==> src/design/sgpm_pkg.sv <==
// Package for the stereo gain, balance ramp and peak meter block.
// Holds the widths, constants, register indexes, state type and the
// command and status structs shared by the controller and datapath.
package sgpm_pkg;

    localparam int SAMPLE_BITS    = 24;
    localparam int GAIN_FRAC_BITS = 16;
    localparam int ACC_EXTRA      = 16;
    localparam int MAX_BLOCK      = 4096;
    localparam int PEAK_FLOOR     = 9;

    localparam int LEN_W      = $clog2(MAX_BLOCK) + 1;
    localparam int IDX_W      = $clog2(MAX_BLOCK);
    localparam int VOL_W      = 18;
    localparam int PAN_W      = 16;
    localparam int FACT_W     = PAN_W - 1;
    localparam int DECAY_W    = 16;
    localparam int METER_W    = SAMPLE_BITS - 1;
    localparam int CFG_DATA_W = 16;
    localparam int CFG_ADDR_W = 1;

    // The running gain may overshoot its end value when the block length
    // grows mid-block, so the accumulator keeps room for a full block of it.
    localparam int ACC_W      = 48;
    localparam int STEP_W     = 36;
    localparam int DIFF_W     = VOL_W + 1;
    localparam int QUO_W      = VOL_W + ACC_EXTRA;
    localparam int GAIN_MUL_W = ACC_W - ACC_EXTRA;
    localparam int PROD_W     = SAMPLE_BITS + GAIN_MUL_W + 1;
    localparam int SHIFT_W    = PROD_W - GAIN_FRAC_BITS;
    localparam int CNT_W      = $clog2(QUO_W + 1);

    localparam int NUM_PEAKS = 4;
    localparam int SEL_W     = $clog2(NUM_PEAKS);
    localparam logic [SEL_W-1:0] SEL_LAST = SEL_W'(NUM_PEAKS - 1);

    // Peak meter slots.
    localparam logic [SEL_W-1:0] PK_IN_L  = 2'd0;
    localparam logic [SEL_W-1:0] PK_IN_R  = 2'd1;
    localparam logic [SEL_W-1:0] PK_OUT_L = 2'd2;
    localparam logic [SEL_W-1:0] PK_OUT_R = 2'd3;

    // Gain slots: start gains from the last target, end gains from the new one.
    localparam logic [SEL_W-1:0] G_START_L = 2'd0;
    localparam logic [SEL_W-1:0] G_START_R = 2'd1;
    localparam logic [SEL_W-1:0] G_END_L   = 2'd2;
    localparam logic [SEL_W-1:0] G_END_R   = 2'd3;

    localparam logic [CFG_ADDR_W-1:0] CFG_FRAMES_PER_BLOCK = 1'b0;
    localparam logic [CFG_ADDR_W-1:0] CFG_PEAK_DECAY       = 1'b1;

    localparam logic FUNC_SET_TARGET = 1'b0;
    localparam logic FUNC_FRAME      = 1'b1;

    localparam logic [LEN_W-1:0]   FPB_RESET   = LEN_W'(256);
    localparam logic [DECAY_W-1:0] DECAY_RESET = DECAY_W'(63039);
    localparam logic [VOL_W-1:0]   UNITY_GAIN  = VOL_W'(64'd1 << GAIN_FRAC_BITS);
    localparam logic signed [PAN_W:0] PAN_ONE  = (PAN_W+1)'(64'd1 << FACT_W);

    localparam logic signed [SHIFT_W-1:0] SAT_HI =
        SHIFT_W'((64'sd1 <<< (SAMPLE_BITS - 1)) - 64'sd1);
    localparam logic signed [SHIFT_W-1:0] SAT_LO = -SAT_HI - SHIFT_W'(1);

    typedef enum logic [2:0] {
        ST_IDLE,
        ST_DECAY,
        ST_GAIN,
        ST_DIV_START,
        ST_DIV_WAIT,
        ST_MUL,
        ST_UPDATE,
        ST_DONE
    } state_t;

    typedef struct packed {
        logic             accept;
        logic             decay_en;
        logic             gain_en;
        logic [SEL_W-1:0] sel;
        logic             div_start;
        logic             step_load;
        logic             mul_en;
        logic             update_en;
        logic             out_load;
    } ctrl_cmd_t;

    typedef struct packed {
        logic new_block;
        logic div_done;
    } dp_stat_t;

endpackage

==> src/design/sgpm_ctrl.sv <==
// Controller state machine of the gain, balance ramp and peak meter block.
// Uses sgpm_pkg for the state type and the command and status structs.
module sgpm_ctrl (
    input  logic                 aclk,
    input  logic                 aresetn,
    input  logic                 s_valid,
    input  logic                 s_func,
    output logic                 s_ready,
    output logic                 m_valid,
    input  logic                 m_ready,
    input  sgpm_pkg::dp_stat_t   stat,
    output sgpm_pkg::ctrl_cmd_t  cmd
);

    sgpm_pkg::state_t              state_reg;
    sgpm_pkg::state_t              state_next;
    logic [sgpm_pkg::SEL_W-1:0]    sel_reg;
    logic [sgpm_pkg::SEL_W-1:0]    sel_next;
    logic                          m_valid_reg;
    logic                          m_valid_next;
    logic                          slot_free;

    assign slot_free = !m_valid_reg || m_ready;

    // Next state.
    always_comb begin
        state_next = state_reg;
        case (state_reg)
            sgpm_pkg::ST_IDLE: begin
                if (s_valid) begin
                    if (s_func == sgpm_pkg::FUNC_SET_TARGET) begin
                        state_next = sgpm_pkg::ST_DONE;
                    end else if (stat.new_block) begin
                        state_next = sgpm_pkg::ST_DECAY;
                    end else begin
                        state_next = sgpm_pkg::ST_MUL;
                    end
                end
            end
            sgpm_pkg::ST_DECAY: begin
                if (sel_reg == sgpm_pkg::SEL_LAST) begin
                    state_next = sgpm_pkg::ST_GAIN;
                end
            end
            sgpm_pkg::ST_GAIN: begin
                if (sel_reg == sgpm_pkg::SEL_LAST) begin
                    state_next = sgpm_pkg::ST_DIV_START;
                end
            end
            sgpm_pkg::ST_DIV_START: begin
                state_next = sgpm_pkg::ST_DIV_WAIT;
            end
            sgpm_pkg::ST_DIV_WAIT: begin
                if (stat.div_done) begin
                    state_next = sgpm_pkg::ST_MUL;
                end
            end
            sgpm_pkg::ST_MUL: begin
                state_next = sgpm_pkg::ST_UPDATE;
            end
            sgpm_pkg::ST_UPDATE: begin
                state_next = sgpm_pkg::ST_DONE;
            end
            sgpm_pkg::ST_DONE: begin
                if (slot_free) begin
                    state_next = sgpm_pkg::ST_IDLE;
                end
            end
            default: begin
                state_next = sgpm_pkg::ST_IDLE;
            end
        endcase
    end

    // Outputs and commands.
    always_comb begin
        cmd     = '0;
        s_ready = 1'b0;
        cmd.sel = sel_reg;
        case (state_reg)
            sgpm_pkg::ST_IDLE: begin
                s_ready    = 1'b1;
                cmd.accept = s_valid;
            end
            sgpm_pkg::ST_DECAY: begin
                cmd.decay_en = 1'b1;
            end
            sgpm_pkg::ST_GAIN: begin
                cmd.gain_en = 1'b1;
            end
            sgpm_pkg::ST_DIV_START: begin
                cmd.div_start = 1'b1;
            end
            sgpm_pkg::ST_DIV_WAIT: begin
                cmd.step_load = stat.div_done;
            end
            sgpm_pkg::ST_MUL: begin
                cmd.mul_en = 1'b1;
            end
            sgpm_pkg::ST_UPDATE: begin
                cmd.update_en = 1'b1;
            end
            sgpm_pkg::ST_DONE: begin
                cmd.out_load = slot_free;
            end
            default: begin
            end
        endcase
    end

    always_comb begin
        if ((state_reg == sgpm_pkg::ST_DECAY) || (state_reg == sgpm_pkg::ST_GAIN)) begin
            sel_next = sel_reg + sgpm_pkg::SEL_W'(1);
        end else begin
            sel_next = '0;
        end
        if (cmd.out_load) begin
            m_valid_next = 1'b1;
        end else if (m_ready) begin
            m_valid_next = 1'b0;
        end else begin
            m_valid_next = m_valid_reg;
        end
    end

    always_ff @(posedge aclk) begin
        if (!aresetn) begin
            state_reg   <= sgpm_pkg::ST_IDLE;
            sel_reg     <= '0;
            m_valid_reg <= 1'b0;
        end else begin
            state_reg   <= state_next;
            sel_reg     <= sel_next;
            m_valid_reg <= m_valid_next;
        end
    end

    assign m_valid = m_valid_reg;

endmodule

==> config.mk <==
export PLATFORM = sky130hd
export DESIGN_NAME = sgpm_ctrl
export DESIGN_NICKNAME = d
export VERILOG_FILES = /design/src/design/sgpm_pkg.sv /design/src/design/sgpm_ctrl.sv
export SDC_FILE = /design/constraint.sdc
export NUM_CORES = 1
export LEC_CHECK = 0
export BUFFER_PORTS_ARGS = -buffer_cell sky130_fd_sc_hd__buf_2
export CORE_AREA = 2 2 39 41
export CTS_CLUSTER_SIZE = 12
export DETAILED_ROUTE_END_ITERATION = 16
export DIE_AREA = 0 0 41 43
export PLACE_DENSITY = 0.7
export RECOVER_POWER = 50
export SLEW_MARGIN = 20
export SYNTH_ARGS = -nofsm -noshare
export SYNTH_HDL_FRONTEND = slang
export SYNTH_SLANG_ARGS = --single-unit
==> constraint.sdc <==
create_clock -name aclk -period 2.47 [get_ports aclk]
set_input_delay 0.494 -clock aclk [delete_from_list [all_inputs] [get_ports aclk]]
set_output_delay 0.494 -clock aclk [all_outputs]
set_load 0.05 [all_outputs]
### Word-level counts from Yosys, hierarchy flattened

Cells that the tools add are included.
Widths: inputs -> output; s select.

| storage, ports and cells | value |
|---|---|
| flip-flop bits (word level) | 6 |
| input bits | 7 |
| output and inout port bits | 12 |
| logic and storage cells | 43 |

| cells by class | value |
|---|---|
| add/subtract/negate cells | 1 |
| equal/unequal tests | 13 |
| mux-type cells | 19 |
| reduce and logical (&&, ||, !) cells | 7 |

Operators with widths:

| cell | number |
|---|---|
| $pmux 3 s8 | 1 |
| $mux 3 | 7 |
| $eq 3x3->1 const B | 4 |
| $mux 1 | 11 |
| $ne 2x2->1 const B | 5 |
| $eq 3x2->1 const B | 2 |
| $reduce_and 5->1 | 1 |
| $eq 3x1->1 const B | 1 |
| $logic_not 3->1 | 1 |
| $add 2x1->2 const B | 1 |
| $eq 2x2->1 const B | 1 |
| $logic_or 1x1->1 | 2 |
| $reduce_and 2->1 | 1 |
| $reduce_bool 2->1 | 1 |
| $logic_not 1->1 | 1 |

### Logic depth before layout (Yosys ltp)

| depth | value |
|---|---|
| depth after elaboration | 4 |
| mapped depth | 6 |
| depth with buffers taken out | 5 |

### Least setup slack after synthesis

Ideal clock, no wire load.

| timing path | value |
|---|---|
| kind | register to output |
| start | reg state_reg[0] |
| end | out cmd[9] in the netlist's numbering |
| data arrival time | 2.297 ns |
| data required time | 1.976 ns |
| slack | -0.321 ns |
| stages on the path, launching flop included | 5 |
| path buffers | 2 |
| cells stage by stage | dfxtp_1 -> buf_6 -> clkbuf_1 -> nor3_1 -> and2_1 |

RTL lines:

| element | RTL line | RTL |
|---|---|---|
| start: declaration | sgpm_ctrl.sv:15 | `sgpm_pkg::state_t state_reg;` |
| start signal: assignment | sgpm_ctrl.sv:128 | `state_reg <= sgpm_pkg::ST_IDLE;` |
| start signal: assignment | sgpm_ctrl.sv:132 | `state_reg <= state_next;` |
| end: declaration | sgpm_ctrl.sv:12 | `output sgpm_pkg::ctrl_cmd_t cmd` |

==> qor.csv <==
metric,value,unit
outcome,"finished, final reports clean",
clock-skew-final,0.00193,ns
cts_made_buffers,3,
hpwl,680,µm
largest_register_ffs,3,
fin_cells,82,
nets,76,
clockRootBuffer,clkbuf_4,
setup_ws,0.371,ns
yosys_warnings,0,
grt_pass1_vias,340,
max_freq,0.476,GHz
max_stage_delay,0.71,ns
maxCapViolations,0,
r2r_start,state_reg[0],
clk_latency,0.25,ns
synth_cell_type_count,30,
crit_chain,nand2_1 -> nor2_1 -> buf_2,
drt_pass1_iterations,4,
ys_seq_elements,6,
syn-num-nets,60,
hold_viol,0,
place_congestion,0.670,
ioPinCount,19,
synth-seq-area-share,26.9,%
power_leakage,0.253,nW
setup_viol_count_final,0,
routed.top_layer,met4,
cp_max_fo,17,
antenna_found_initial,0,
die_w,41,µm
ant_nets,0,
syn_inst,52,
place_inst,79,
required,1.98,ns
critPathLaunchType,register,
period_share,85.0,%
netlist_area,447,µm²
worstHoldStart,sel_reg[0],
avgSynthCellArea,8.59,µm²
cp.arrival,1.60,ns
min_period,2.10,ns
multi_input_area,277,µm²
area_growth,17.6,%
r2r_cells,4,
vias_per_cell,5.26,
rrSetupSlack,0.74,ns
fin_tns_setup,0,ns
drv_slew,0,
fp.coreArea,1380,µm²
wl_met1,458,µm
cts.path.max_buffers,2,
cts_resized,0,
via_count,431,
endpoint_kind,primary output,
num-fill-cells,158,
finalWirelength,978,µm
wl_per_cell,11.9,µm
grt_setup_unrepaired,false,
grt_max_degree,19,
timing.rr.end,state_reg[0],
pre_cts_ws,0.688,ns
diodes,0,
maxSlewHeadroom,58.2,%
hold_buffers,0,
cts_tree,done,
fp.dieH,43,µm
drt_iter0_markers,3,
cp_slowest_cell,dfxtp_1,
hold_path_class,register to register,
worstMarginPinSlew,0.627,ns
clk_pin_slew,0.04,ns
layout-drive-gt1-share,31.8,%
ir_worst_vdd,0.450,mV
track_usage,12.0,%
htreeDepth,1,
grt_pass1_wl,1.35,mm
final_util,38.0,%
drc,0,
power_density,1550,nW/µm²
postCtsSetupBuffers,0,
wl_met2,427,µm
crit_type,register to primary output,
whs_endpoint,sel_reg[0],
globalRouteOverflowTotal,0,
row_count,14,
crit_start,state_reg[0],
cts.sinks,6,
port_buffers,18,
start_util,32.3,%
dieArea,1760,µm²
ff_latch_area,120,µm²
routed-wl-met3,47,µm
min_path_cells,1,
worst max-delay path, delay by kind of cell, from the launching register on:
kind                   cells  cell delay (ns)
buffers and inverters      1             0.28
and+or+nand+nor            2             0.36
DFF                        1             0.71
synthesized netlist by cell type:
| cell type | instances | area share [%] |
|---|---|---|
| a21o_1 | 1 | 1.7 |
| a211oi_1 | 1 | 1.7 |
| nor3b_1 | 2 | 3.4 |
| nor2_1 | 6 | 5.0 |
| a21boi_0 | 2 | 3.4 |
| nand2_1 | 2 | 1.7 |
| and2_1 | 1 | 1.4 |
| ha_1 | 1 | 2.8 |
| xor2_1 | 1 | 2.0 |
| and3_1 | 1 | 1.4 |
| nand3_1 | 3 | 3.4 |
| mux2i_1 | 1 | 2.2 |
| o31ai_1 | 1 | 1.7 |
| a211oi_2 | 1 | 2.8 |
| nor2b_1 | 1 | 1.4 |
| a21oi_1 | 1 | 1.1 |
| a21boi_1 | 1 | 1.7 |
| nand2b_1 | 1 | 1.4 |
| o21ai_0 | 2 | 2.2 |
| nor3_1 | 2 | 2.2 |
| buf_4 | 2 | 3.4 |
| buf_2 | 1 | 1.1 |
| dfxtp_1 | 6 | 27 |
| nor4bb_1 | 1 | 2.2 |
| nor4b_2 | 2 | 6.7 |
| o211a_1 | 1 | 2.2 |
| clkbuf_1 | 2 | 1.7 |
| and3b_1 | 2 | 3.9 |
| buf_6 | 2 | 5.0 |
| and4b_1 | 1 | 2.2 |
logic make-up (layout without fill, tap and decap cells):
group / Yosys count / in the layout / synth area share [%]
xor+xnor: 1 / 1 / 1.96
compound gates: 11 / 11 / 18.5
simple gates: 25 / 25 / 36.4
fa+ha+maj: 1 / 1 / 2.80
flops: 6 / 6 / 26.9
mux: 1 / 1 / 2.24
buf+inv: 7 / 21 / 11.2
cells in the final DEF (no fill, tap or decap):
cell / netlist / final
buf_2: 1 / 15
nor2_1: 6 / 6
dfxtp_1: 6 / 6
nand3_1: 3 / 3
clkbuf_4: 0 / 3
clkbuf_1: 2 / 3
nor3b_1: 2 / 2
and3b_1: 2 / 2
nand2_1: 2 / 2
o21ai_0: 2 / 2
a211oi_1: 1 / 2
a21boi_0: 2 / 2
nor4b_2: 2 / 2
nor2b_1: 1 / 1
nor3_2: 0 / 1
and3_1: 1 / 1
and2_1: 1 / 1
nand2b_1: 1 / 1
nor3_1: 2 / 1
mux2i_1: 1 / 1
o31ai_1: 1 / 1
a21boi_1: 1 / 1
xor2_1: 1 / 1
and4b_1: 1 / 1
o211a_1: 1 / 1
a21o_1: 1 / 1
a21oi_1: 1 / 1
nor4bb_1: 1 / 1
ha_1: 1 / 1
stage by stage:
stage / power, mW / area (µm²) / hold WS, ns
detailed placement: 0.735 / 512 / 0.447
floorplan: 0.684 / 452 / 0.608
CTS: 0.829 / 534 / 0.454
finish: 0.816 / 526 / 0.456
global route: 0.865 / 526 / 0.481
global placement: 0.729 / 512 / 0.441
per-layer routing:
metal | global-route usage, % | vias to the layer above
li1 | - | 217
met1 | 12.9 | 194
met2 | 16.6 | 16
met3 | 4.71 | 4
met4 | 12.0 | 0
met5 | 0 | -
worst max-delay path by stage:
stage          endpoint  slack (ns)
6_report         cmd[4]        0.37
3_3_place_gp     cmd[4]        0.74
4_1_cts          cmd[4]        0.41
5_1_grt          cmd[4]        0.28
2_1_floorplan    cmd[8]        0.09
3_5_place_dp     cmd[4]        0.69
cell type report:
class,count,share of cell area [%]
flip-flops and latches,6,22.9
well taps,16,3.81
clock buffers,3,4.29
repair buffers,18,16.4
multi-input cells,39,52.6
power by group:
group / internal (mW) / switching [mW]
Combinational: 0.154 / 0.323
Sequential: 0.132 / 0.114
Clock: 0.0551 / 0.0385
Power figures use the tool's default switching activity.
